### src/hdl/abnf_pkg.sv
`timescale 1ns / 1ps
// ----------------------------------------------------------------------------
// abnf_pkg - shared types and helpers for the Annex B NAL framer
// Framer state, result word layout and the per-byte framing functions.
// ----------------------------------------------------------------------------
package abnf_pkg;

  localparam logic [7:0] EPB_BYTE  = 8'h03;  // emulation prevention byte
  localparam int unsigned RES_MAX  = 5;      // words one input byte can yield
  localparam int unsigned WIN_LEN  = 3;      // bytes held between words

  // payload hold state
  typedef enum logic [1:0] {
    PS_NONE  = 2'd0,  // nothing held
    PS_FIRST = 2'd1,  // held byte opens the NAL
    PS_MORE  = 2'd2   // held byte is a later one
  } fr_seen_e;

  typedef struct packed {
    logic       in_nal;
    logic [1:0] hdr_left;
    logic [1:0] zero_run;   // saturates at 2
    logic [5:0] cur_type;
    logic [7:0] held;
    fr_seen_e   seen;
  } fr_state_t;

  typedef struct packed {
    logic [7:0] payload;
    logic [5:0] utype;
    logic       first;
    logic       last;
  } fr_res_t;

  typedef struct packed {
    fr_state_t st;
    logic      vld;
    fr_res_t   res;
  } fr_step_t;

  // Frame one stream byte; may release the previously held payload byte.
  function automatic fr_step_t fr_frame(fr_state_t s, logic [7:0] c);
    fr_step_t o;
    o.st          = s;
    o.vld         = 1'b0;
    o.res.payload = s.held;
    o.res.utype   = s.cur_type;
    o.res.first   = (s.seen == PS_FIRST);
    o.res.last    = 1'b0;
    if (s.in_nal) begin
      if (s.hdr_left != 2'd0) begin
        if (s.hdr_left == 2'd2) begin
          o.st.cur_type = c[6:1];
        end
        o.st.hdr_left = s.hdr_left - 2'd1;
      end else if (s.zero_run == 2'd2 && c == EPB_BYTE) begin
        o.st.zero_run = 2'd0;
      end else begin
        o.vld     = (s.seen != PS_NONE);
        o.st.held = c;
        o.st.seen = (s.seen == PS_NONE) ? PS_FIRST : PS_MORE;
        if (c == 8'h00) begin
          o.st.zero_run = (s.zero_run == 2'd2) ? 2'd2 : s.zero_run + 2'd1;
        end else begin
          o.st.zero_run = 2'd0;
        end
      end
    end
    return o;
  endfunction

  // Close the open NAL: the held byte goes out as last if at least two seen.
  function automatic fr_step_t fr_close(fr_state_t s);
    fr_step_t o;
    o.st           = s;
    o.vld          = s.in_nal && (s.seen == PS_MORE);
    o.res.payload  = s.held;
    o.res.utype    = s.cur_type;
    o.res.first    = 1'b0;
    o.res.last     = 1'b1;
    o.st.seen      = PS_NONE;
    o.st.held      = 8'h00;
    return o;
  endfunction

endpackage

### src/hdl/annex_b_nal_framer_unit.sv
`timescale 1ns / 1ps
// ----------------------------------------------------------------------------
// annex_b_nal_framer_unit - Annex B byte stream to NAL payload framer
// Finds start codes, strips NAL headers and emulation prevention bytes, and
// emits payload bytes with first/last marks and the NAL type.
// ----------------------------------------------------------------------------
//  Channel  | Dir | tdata            | tuser                               | tlast
//  s_axis   | in  | [7:0] data_byte  | -                                   | end_of_stream
//  m_axis   | out | [7:0] payload    | [5:0] unit_type, [6] first_in_nal,  | last_in_nal
//           |     |                  | [7] final_result                    |
//
//  One input byte is framed per clock while the output accepts. A byte that
//  yields zero or one output word is taken every such cycle; one that yields
//  more words (up to 5, on a start code or end of stream) holds the input
//  until the single output word port has drained the result buffer.
//  Reset clears the framer and empties the buffer; input is ready right after reset.
//  A stalled output keeps its word; the next byte is taken in the cycle the
//  last buffered word leaves.
// ----------------------------------------------------------------------------
module annex_b_nal_framer_unit (
  input  logic       clk_i,
  input  logic       rst_ni,
  input  logic       s_axis_tvalid,
  output logic       s_axis_tready,
  input  logic [7:0] s_axis_tdata,   // [7:0] data_byte
  input  logic       s_axis_tlast,   // end_of_stream
  output logic       m_axis_tvalid,
  input  logic       m_axis_tready,
  output logic [7:0] m_axis_tdata,   // [7:0] payload_byte
  output logic [7:0] m_axis_tuser,   // [5:0] unit_type, [6] first_in_nal, [7] final_result
  output logic       m_axis_tlast    // last_in_nal
);
  import abnf_pkg::*;

  // framer state
  fr_state_t  st_q, st_d;
  logic [7:0] win_q [WIN_LEN];
  logic [7:0] win_d [WIN_LEN];
  logic [1:0] fill_q, fill_d;

  // result buffer
  fr_res_t    res_q [RES_MAX];
  fr_res_t    res_d [RES_MAX];
  logic [2:0] num_q, num_d;   // words loaded for the current byte
  logic [2:0] rd_q;           // next word to send

  logic       in_acc;
  logic       out_vld;
  logic       out_last_word;
  logic [2:0] rd_sel;

  // --------------------------------------------------------------------------
  // Output side: while the output accepts, drain the buffer one word per cycle
  // --------------------------------------------------------------------------
  assign out_vld       = (rd_q < num_q);
  assign out_last_word = (rd_q == num_q - 3'd1);
  assign rd_sel        = out_vld ? rd_q : 3'd0;

  assign m_axis_tvalid = out_vld;
  assign m_axis_tdata  = res_q[rd_sel].payload;
  assign m_axis_tuser  = {out_last_word, res_q[rd_sel].first, res_q[rd_sel].utype};
  assign m_axis_tlast  = res_q[rd_sel].last;

  // Take the next byte once the buffer is empty or its last word leaves now.
  assign s_axis_tready = !out_vld || (m_axis_tready && out_last_word);
  assign in_acc        = s_axis_tvalid && s_axis_tready;

  // --------------------------------------------------------------------------
  // Framing of one byte: window push, start code check, end of stream flush
  // --------------------------------------------------------------------------
  always_comb begin
    logic [7:0] w [WIN_LEN + 1];
    logic [2:0] nf;
    logic       sc;
    logic [2:0] n;
    fr_state_t  s;
    fr_step_t   o;

    s     = st_q;
    o     = '0;
    n     = 3'd0;
    sc    = 1'b0;
    for (int k = 0; k < RES_MAX; k++) begin
      res_d[k] = '0;
    end
    for (int k = 0; k < WIN_LEN; k++) begin
      w[k] = win_q[k];
    end
    w[WIN_LEN] = 8'h00;
    w[fill_q]  = s_axis_tdata;
    nf         = {1'b0, fill_q} + 3'd1;

    // start code on the newest three bytes
    case (nf)
      3'd3:    sc = (w[0] == 8'h00) && (w[1] == 8'h00) && (w[2] == 8'h01);
      3'd4:    sc = (w[1] == 8'h00) && (w[2] == 8'h00) && (w[3] == 8'h01);
      default: sc = 1'b0;
    endcase

    fill_d = fill_q;
    for (int k = 0; k < WIN_LEN; k++) begin
      win_d[k] = win_q[k];
    end

    if (sc) begin
      // a single zero before 00 00 01 belongs to the start code
      if (nf == 3'd4 && w[0] != 8'h00) begin
        o = fr_frame(s, w[0]);
        s = o.st;
        if (o.vld) begin
          res_d[n] = o.res;
          n        = n + 3'd1;
        end
      end
      o = fr_close(s);
      s = o.st;
      if (o.vld) begin
        res_d[n] = o.res;
        n        = n + 3'd1;
      end
      s.in_nal   = 1'b1;
      s.hdr_left = 2'd2;
      s.zero_run = 2'd0;
      fill_d     = 2'd0;
    end else if (nf == 3'd4) begin
      o = fr_frame(s, w[0]);
      s = o.st;
      if (o.vld) begin
        res_d[n] = o.res;
        n        = n + 3'd1;
      end
      for (int k = 0; k < WIN_LEN; k++) begin
        win_d[k] = w[k + 1];
      end
      fill_d = 2'd3;
    end else begin
      for (int k = 0; k < WIN_LEN; k++) begin
        win_d[k] = w[k];
      end
      fill_d = nf[1:0];
    end

    if (s_axis_tlast) begin
      // flush the window as payload, close the NAL, back to reset state
      for (int k = 0; k < WIN_LEN; k++) begin
        if (k < fill_d) begin
          o = fr_frame(s, win_d[k]);
          s = o.st;
          if (o.vld) begin
            res_d[n] = o.res;
            n        = n + 3'd1;
          end
        end
      end
      o = fr_close(s);
      if (o.vld) begin
        res_d[n] = o.res;
        n        = n + 3'd1;
      end
      s      = '0;
      fill_d = 2'd0;
      for (int k = 0; k < WIN_LEN; k++) begin
        win_d[k] = 8'h00;
      end
    end

    st_d  = s;
    num_d = n;
  end

  // --------------------------------------------------------------------------
  // Registers
  // --------------------------------------------------------------------------
  always_ff @(posedge clk_i or negedge rst_ni) begin
    if (!rst_ni) begin
      st_q   <= '0;
      fill_q <= 2'd0;
      num_q  <= 3'd0;
      rd_q   <= 3'd0;
      for (int k = 0; k < WIN_LEN; k++) begin
        win_q[k] <= 8'h00;
      end
    end else if (in_acc) begin
      st_q   <= st_d;
      fill_q <= fill_d;
      num_q  <= num_d;
      rd_q   <= 3'd0;
      for (int k = 0; k < WIN_LEN; k++) begin
        win_q[k] <= win_d[k];
      end
    end else if (out_vld && m_axis_tready) begin
      rd_q <= rd_q + 3'd1;
    end
  end

  // result words carry no reset
  always_ff @(posedge clk_i) begin
    if (in_acc) begin
      for (int k = 0; k < RES_MAX; k++) begin
        res_q[k] <= res_d[k];
      end
    end
  end

endmodule
### config.mk
export PLATFORM = sky130hd
export DESIGN_NAME = annex_b_nal_framer_unit
export DESIGN_NICKNAME = d
export VERILOG_FILES = /design/src/hdl/abnf_pkg.sv /design/src/hdl/annex_b_nal_framer_unit.sv
export SDC_FILE = /design/constraint.sdc
export NUM_CORES = 1
export LEC_CHECK = 0
export ABC_AREA = 1
export BUFFER_PORTS_ARGS = -buffer_cell sky130_fd_sc_hd__buf_2
export CORE_ASPECT_RATIO = 0.75
export CORE_MARGIN = 2
export CORE_UTILIZATION = 50
export DETAILED_ROUTE_END_ITERATION = 6
export PLACE_DENSITY = 0.66
export SLEW_MARGIN = 30
export SYNTH_ARGS = -nofsm -noshare
export SYNTH_HDL_FRONTEND = slang
export SYNTH_SLANG_ARGS = --single-unit
### constraint.sdc
create_clock -name clk_i -period 6.4 [get_ports clk_i]
set_clock_uncertainty 0.2 [all_clocks]
set_input_delay 0.32 -clock clk_i [delete_from_list [all_inputs] [get_ports clk_i]]
set_output_delay 0.32 -clock clk_i [all_outputs]
set_load 0.02 [all_outputs]
# After elaboration in Yosys (flattened, before gate mapping)
# Memories as Yosys holds them, arrays and structs flattened.
# Cells that the tools add are included.
# op_classes
add_sub_neg	16
n_eq_ne	23
n_reduce_logical	42
mux	132
bitwise	6
order_cmp	16
# ops
op	n
2-to-1 mux 80 bit	12
2-to-1 mux 21 bit	20
bitwise mux 80 bit	5
demux 16 bit (select 3 bit)	5
2-to-1 mux 16 bit	11
2-to-1 mux 20 bit	5
2-to-1 mux 11 bit	8
2-to-1 mux 24 bit	3
2-to-1 mux 64 bit	1
2-to-1 mux 2 bit	27
2-to-1 mux 3 bit	17
zero test 8 bit	6
2-to-1 mux 6 bit	8
bitwise mux 32 bit	1
== test 8 x 2 -> 1 bit (second input constant)	4
== test 2 bit (second input constant)	10
greater-or-equal comparator 4 bit (second input constant)	5
logical AND 1 bit	20
< comparator 4 x 1 -> 1 bit (second input constant)	5
inverter 3 -> 4 bit	5
adder 3 x 1 -> 3 bit (second input constant)	6
nonzero test 2 bit	9
demux 8 bit (select 2 bit)	1
== test 8 x 1 -> 1 bit (second input constant)	2
21 further kinds	39
# totals
wordCells	248
inputBits	13
n_memories	1
out_inout_bits	19
register_bits	53
ramBits	80
# memory_table
memory	depth	width	rd	rd_ports_with_merged_regs	wr	line_no	rtl
res_q	5	16	1	0	5	annex_b_nal_framer_unit.sv:42	fr_res_t res_q [RES_MAX];

# Longest topological paths before layout
# Gate-level depths: netlist of run 1.
# logic_depth
ltp_word	55
mapped_depth	44
ltp_nobuf	42

# Worst setup path after synthesis of run 1
# OpenSTA, ideal clock, no wires.
# synth_path
kind	flip-flop to flip-flop
from	register fill_q[1]
to	memory res_q[0][5] (netlist bit) (data pin)
path_slack_ps	905
path_stages_with_launch	42
n_path_buf	4
t_arrival_ps	5041
t_required_ps	5946
period_less_slack_ps	5495
setup_time_ps	254
cell_sequence	dfrtp_1 -> nor2_2 -> buf_6 -> nand2_1 -> nand2_1 -> nand2_1 -> nor2_2 -> nand3_1 -> nand2_2 -> nand2_4 -> buf_2 -> clkbuf_1 -> nand2_1 -> ha_1 -> inv_1 -> nor2_2 -> nand3_4 -> nand3_1 -> [... 6 more ...] -> nand2_2 -> clkinv_2 -> nand2_4 -> nor2_4 -> inv_2 -> nand2_4 -> inv_2 -> ha_1 -> inv_1 -> nor2_1 -> nand4_1 -> nand2_1 -> nand2_4 -> nor2_4 -> buf_2 -> nand3_1 -> nand3_1 -> nand2_1
# synth_rtl
item	line_no	rtl
start, declared	annex_b_nal_framer_unit.sv:39	logic [1:0] fill_q, fill_d;
start signal, assigned	annex_b_nal_framer_unit.sv:185	fill_q <= fill_d;
end, declared	annex_b_nal_framer_unit.sv:42	

==> results of run 1 <==
==> final cells by class <==
cell class,count,area (um2)
Inverter,194,732
Multi-Input combinational cell,1352,6990
Clock buffer,17,425
Sequential cell,133,3730
Clock inverter,14,135
Tap cell,300,375
Timing Repair Buffer,103,736
Fill cell,2347,10000
==> what timing repair did <==
action,CTS,global route
resized for setup,0,13
setup buffers,0,6
hold endpoints to repair,53,0
hold buffers,1,0
setup endpoints to repair,0,80
==> how the worst min path moves through the flow <==
stage,to,depth (start not counted),slack [ns]
final,rd_q[0],4,0.07
after global placement,num_q[1],2,0.30
after floorplan,fill_q[0],0,-0.18
after global routing,rd_q[1],4,0.14
after detailed placement,win_q[21],2,0.31
after CTS,rd_q[0],4,0.06
==> stage by stage <==
step	cell area (um2)	utilization	TNS (ns)	setup WS (ns)	cells
finish	13100	0.568	0	0.343	2113
global route	13100	0.568	-0.122	-0.0259	2113
CTS	13000	0.564	0	0.168	2107
detailed placement	12500	0.539	0	0.197	2075
global placement	12500	0.539	0	0.404	2075
floorplan	11800	-	0	0.905	1766
==> worst max-delay path: cells and delay by family (launching register included) <==
family / cells / cell delay (ns)
buffers and inverters: 6 / 0.52
adders and majority gates: 3 / 0.47
and+or+nand+nor: 28 / 3.93
DFF: 1 / 0.48
AOI/OAI and AO/OA: 1 / 0.27
==> routing by layer <==
metal  wire [um]  part of all wire  vias to the layer above
li1            -                 -                     6055
met1       20900              0.43                     6322
met2       19700              0.40                      979
met3        7080              0.14                      101
met4        1140             0.023                        0
met5           0                 0                        -
==> state kept, by name (all words and copies together) (netlist names) <==
| name | count |
|---|---|
| res_q | 80 |
| win_q | 24 |
| st_q | 21 |
| num_q | 3 |
| rd_q | 3 |
| fill_q | 2 |
==> power groups by stage <==
| stage | combinational [mW] | sequential (mW) | clock [mW] |
|---|---|---|---|
| 6_report | 3.29 | 1.39 | 0.992 |
| 3_3_place_gp | 3.15 | 1.38 | 0 |
| 3_5_place_dp | 3.14 | 1.39 | 0 |
| 5_1_grt | 3.54 | 1.41 | 1.02 |
| 2_1_floorplan | 2.01 | 1.36 | 0 |
| 4_1_cts | 3.16 | 1.37 | 0.991 |
==> placed cells by master, fill, tap and decap left out, types with 5 or more instances in the layout <==
| master | n |
|---|---|
| nand2_1 | 460 |
| o21ai_0 | 220 |
| inv_1 | 169 |
| nand3_1 | 131 |
| nor2_1 | 120 |
| edfxtp_1 | 80 |
| o22ai_1 | 72 |
| buf_4 | 68 |
| o21ai_1 | 57 |
| a21oi_1 | 56 |
| dfrtp_1 | 51 |
| buf_2 | 31 |
| o211ai_1 | 26 |
| inv_2 | 21 |
| nand2_2 | 21 |
| or2_2 | 20 |
| ha_1 | 19 |
| nand4_1 | 17 |
| clkbuf_16 | 17 |
| mux2_2 | 16 |
| nand2_4 | 11 |
| o21a_1 | 11 |
| nor2_2 | 10 |
| nor3_1 | 10 |
| nor2_4 | 9 |
| nand3_2 | 8 |
| o21ai_2 | 7 |
| nand3b_1 | 7 |
| a32oi_1 | 6 |
| clkinv_1 | 5 |
| a22oi_1 | 5 |
==> cell families after synthesis <==
family | count (synthesis) | synth area share
xor gates and xnor gates | 2 | 0.00148
buffers and inverters | 281 | 0.0970
and+or+nand+nor | 841 | 0.326
other | 1 | 0.000317
AOI/OAI and AO/OA | 469 | 0.222
adders and majority gates | 19 | 0.0201
muxes | 20 | 0.0186
DFF | 133 | 0.315
==> run metrics, run 1 <==
CP max FO=17; Area growth syn-to-layout=10.9%; HP Start=m_axis_tready; port bufs=31; Worst R2R Path Depth=38; largest net degree at the start of global routing=78; CTS Buffer Depth=2; R2R setup slack=0.34 ns; Pre-antenna DRT Iters=6; Tmin final=6.06 ns; WP data required=roughly 6.5 ns; met3 usage=0.113; Die X=between 150 and 200 um; sequential area share after synthesis=0.315; relative slew slack=0.272; post-synth cell types=54; first-pass GRT wire length=74100 um; Sw Ratio=0.518; reg2reg start=fill_q[1]; most frequent cells after synthesis=nand2_1, o21ai_0, inv_1; vias post-DR=13500; Crit path arrival time=about 6 ns; clock latency on the worst-skew pair=~0.45 ns; Area contributors post-synth=edfxtp_1, nand2_1, dfrtp_1, o21ai_0, nand3_1; placer congestion estimate=1.00; clock tree from TritonCTS=done; RSZ-0062 raised after global routing=true; HP Class=in -> reg; WHS=0.0653 ns; Post-synth ARST share=0.398; Layout Nets=1833; DRT iter0 DRCs=2162; crit path launch=fill_q[1]; DIE AREA=24900 um2; FMAX=165 MHz; ys flop type=edfxtp_1; final setup fails=0; Pwr Total=5.67 mW; syn_area_per_cell=~6.7 um2; R2R Path End=res_q[0][8]; Crit-path slowest cell=dfrtp_2; vias in the first global route=11900; share of layout cells above drive strength 1=0.149; Final Hold Fails=0; # diodes=0; crit share post-route=0.946; #FFs+latches synth=133; initial antenna violation count=0; Syn Inst Count=1766; gr ovfl total=0; final number of max-transition violations=0; crit end category=register; peak supply drop=0.232 mV; slew at the pin with the worst max-slew slack=1.08 ns; DP HPWL=37300 um; Clk network pwr share=0.175; ANT nets after route=0; leakage power=5.98 nW; Crit path top cell by count=nand2_1; clk root buf=clkbuf_16; biggest cell delay along the critical path=0.48 ns; Power per Cell Area=432 nW/um2; Total GRT Usage=0.399; Yosys warnings=0; Post-synth EDFFs=80; GR Layer Usage met1=0.591; Flop pwr share=0.245; routed wire length=48900 um; clock sink count=133; met2 Use GR=0.565; outcome=finished clean; initial core utilization=0.512; Mapped Area=between 10000 and 15000 um2; vias per cell=6.37; drt wl/cell=23.1 um; # H-tree levels=4; Synth Net Count=1798; DRC viols=0; Int Pwr=2.74 mW; Core Region=23100 um2; CP endpoint=res_q[0][8]; Yosys top cell by area=edfxtp_1; Logic pwr share=0.580; die span in y=137 um; Yosys top cell area share=0.203; GRT busiest layer=met1; Placement Rows=48; switching power=around 2.9 mW; total CTS buffers=17; Max Cap Viol=0; most frequent cell after synthesis=nand2_1; Clock transition at path regs=0.06 ns; io pins=32; Crit Path Class=reg -> reg; CP startpoint kind=register
(Power assumes the default switching activity.)
==> run 2, diff against run 1 <==
Settings changed: CORE_UTILIZATION 50 to 52, PLACE_DENSITY 0.66 to 0.68.
==> run 2 against run 1 <==
Wire length down 1.8%. Global-route usage up 0.78 points. Core utilization up 2.2 points. Sequential share of layout area about the same. Sequential power about the same. Hold slack better by 0.026 ns. First-iteration DRC count up 5.7%. Maximum frequency down 0.42%. Highest routed layer unchanged. Final cell count down 0.24%. Combinational power about the same.
==> run metrics, run 2 (same netlist as run 1, synthesis figures left out) <==
outcome=finished clean; Sw Ratio=0.516; Clock transition at path regs=0.07 ns; clock latency on the worst-skew pair=0.45 ns; Clk network pwr share=0.180; WP data required=6.39 ns; DRC viols=0; Largest regs=res_q (80), win_q (24), st_q (21); Core Region=22200 um2; Crit path top cell by count=nand2_1; setup_tns=0 ns; DP HPWL=36300 um; CP startpoint kind=register; drt wl/cell=roughly 23 um; Crit-path slowest cell=dfrtp_1; crit share post-route=0.950; HP Class=in -> reg; Crit Path Class=reg -> reg; CTS Buffer Depth=2; FMAX=approximately 160 MHz; clk root buf=clkbuf_16; clock tree from TritonCTS=done; Flop pwr share=0.243; clock sink count=~130; Area growth syn-to-layout=10.7%; vias post-DR=13300; biggest cell delay along the critical path=0.46 ns; placer congestion estimate=1.01; port bufs=31; Max Cap Viol=0; ANT nets after route=0; crit end category=register; DRT iter0 DRCs=2286; Placement Rows=47; Total GRT Usage=0.407; vias in the first global route=11800; vias per cell=6.30; relative slew slack=0.304; DIE AREA=24000 um2; commonest cells after routing, fill and taps aside=nand2_1, o21ai_0, inv_1; leakage power=5.96 nW; CP max FO=19; peak supply drop=0.280 mV; routed wire length=48000 um; Power per Cell Area=436 nW/um2; Die X=178 um; Pre-antenna DRT Iters=7; die span in y=135 um; largest net degree at the start of global routing=83; total CTS buffers=17; Tmin final=6.08 ns; initial core utilization=0.532; RSZ-0062 raised after global routing=false; Layout Nets=1831; WHS=about 0.09 ns; share of layout cells above drive strength 1=0.147; Int Pwr=2.76 mW; gr ovfl total=0; switching power=2.94 mW; slew at the pin with the worst max-slew slack=1.03 ns; Crit path arrival time=6.07 ns; Final Hold Fails=0; Logic pwr share=0.577; commonest non-fill, non-tap cell in the layout=nand2_1; final setup fails=0; # H-tree levels=4; Most flops, register=res_q; final number of max-transition violations=0; first-pass GRT wire length=72400 um; max reg flops=80; initial antenna violation count=1; io pins=32
-- run 2: stage by stage --
step | total power [mW] | setup slack, ns | utilization | cell area, um2 | std cells
6_report | 5.71 | 0.317 | 0.589 | 13100 | 2108
4_1_cts | 5.56 | 0.0285 | 0.587 | 13000 | 2103
3_3_place_gp | 4.50 | 0.264 | 0.559 | 12400 | 2070
5_1_grt | 5.99 | 0.0104 | 0.589 | 13100 | 2106
3_5_place_dp | 4.52 | 0.140 | 0.560 | 12400 | 2070
2_1_floorplan | 3.38 | 0.905 | - | 11800 | 1766
-- run 2: area by class of cell --
class / instances / area, um2
fillers: 2172 / 9130
multi-input cells: 1352 / 6990
flip-flops and latches: 133 / 3730
inverters: 194 / 734
repair buffers: 101 / 683
clock buffers: 19 / 433
well taps: 294 / 368
clock inverters: 13 / 156
diodes: 2 / 5.00
-- run 2: what timing repair did --
item / in CTS / in global routing
gates resized for setup: 0 / 10
buffers inserted: 0 / 3
endpoints found under the hold margin: 53 / 0
setup endpoints to repair: 0 / 80
hold buffers: 1 / 0
-- run 2: worst paths after layout --
kind | from | to | slack (ns) | cells after the start
worst max-delay path | fill_q[0] | res_q[2][15] | 0.32 | 39
max in group asynchronous | rst_ni | fill_q[1] | 5.08 | 3
worst min-delay path | m_axis_tready | rd_q[1] | 0.09 | 4
worst min register to register | num_q[1] | num_q[1] | 0.35 | 2
worst max register to register | fill_q[0] | res_q[2][15] | 0.32 | 39
min in group asynchronous | rst_ni | win_q[6] | 0.36 | 3
-- run 2: power groups by stage --
stage | sequential [mW] | combinational (mW) | clock [mW]
finish | 1.39 | 3.29 | 1.03
global route | 1.41 | 3.52 | 1.06
CTS | 1.37 | 3.16 | 1.03
detailed placement | 1.39 | 3.13 | 0
global placement | 1.38 | 3.12 | 0
floorplan | 1.36 | 2.01 | 0
-- run 2: per-layer routing --
metal	vias to the layer above	global-route usage	share of wire	routed length, um
li1	6053	-	-	-
met1	6155	0.610	0.42	20400
met2	983	0.574	0.41	19600
met3	81	0.116	0.15	7040
met4	0	0.0967	0.020	974
met5	-	0	0	0
-- run 2: critical path, delay by kind of cell, from the launching register on --
family | cells | cell delay [ns]
DFF | 1 | 0.46
buffers and inverters | 7 | 0.65
adders and majority gates | 3 | 0.46
and+or+nand+nor | 29 | 4.03
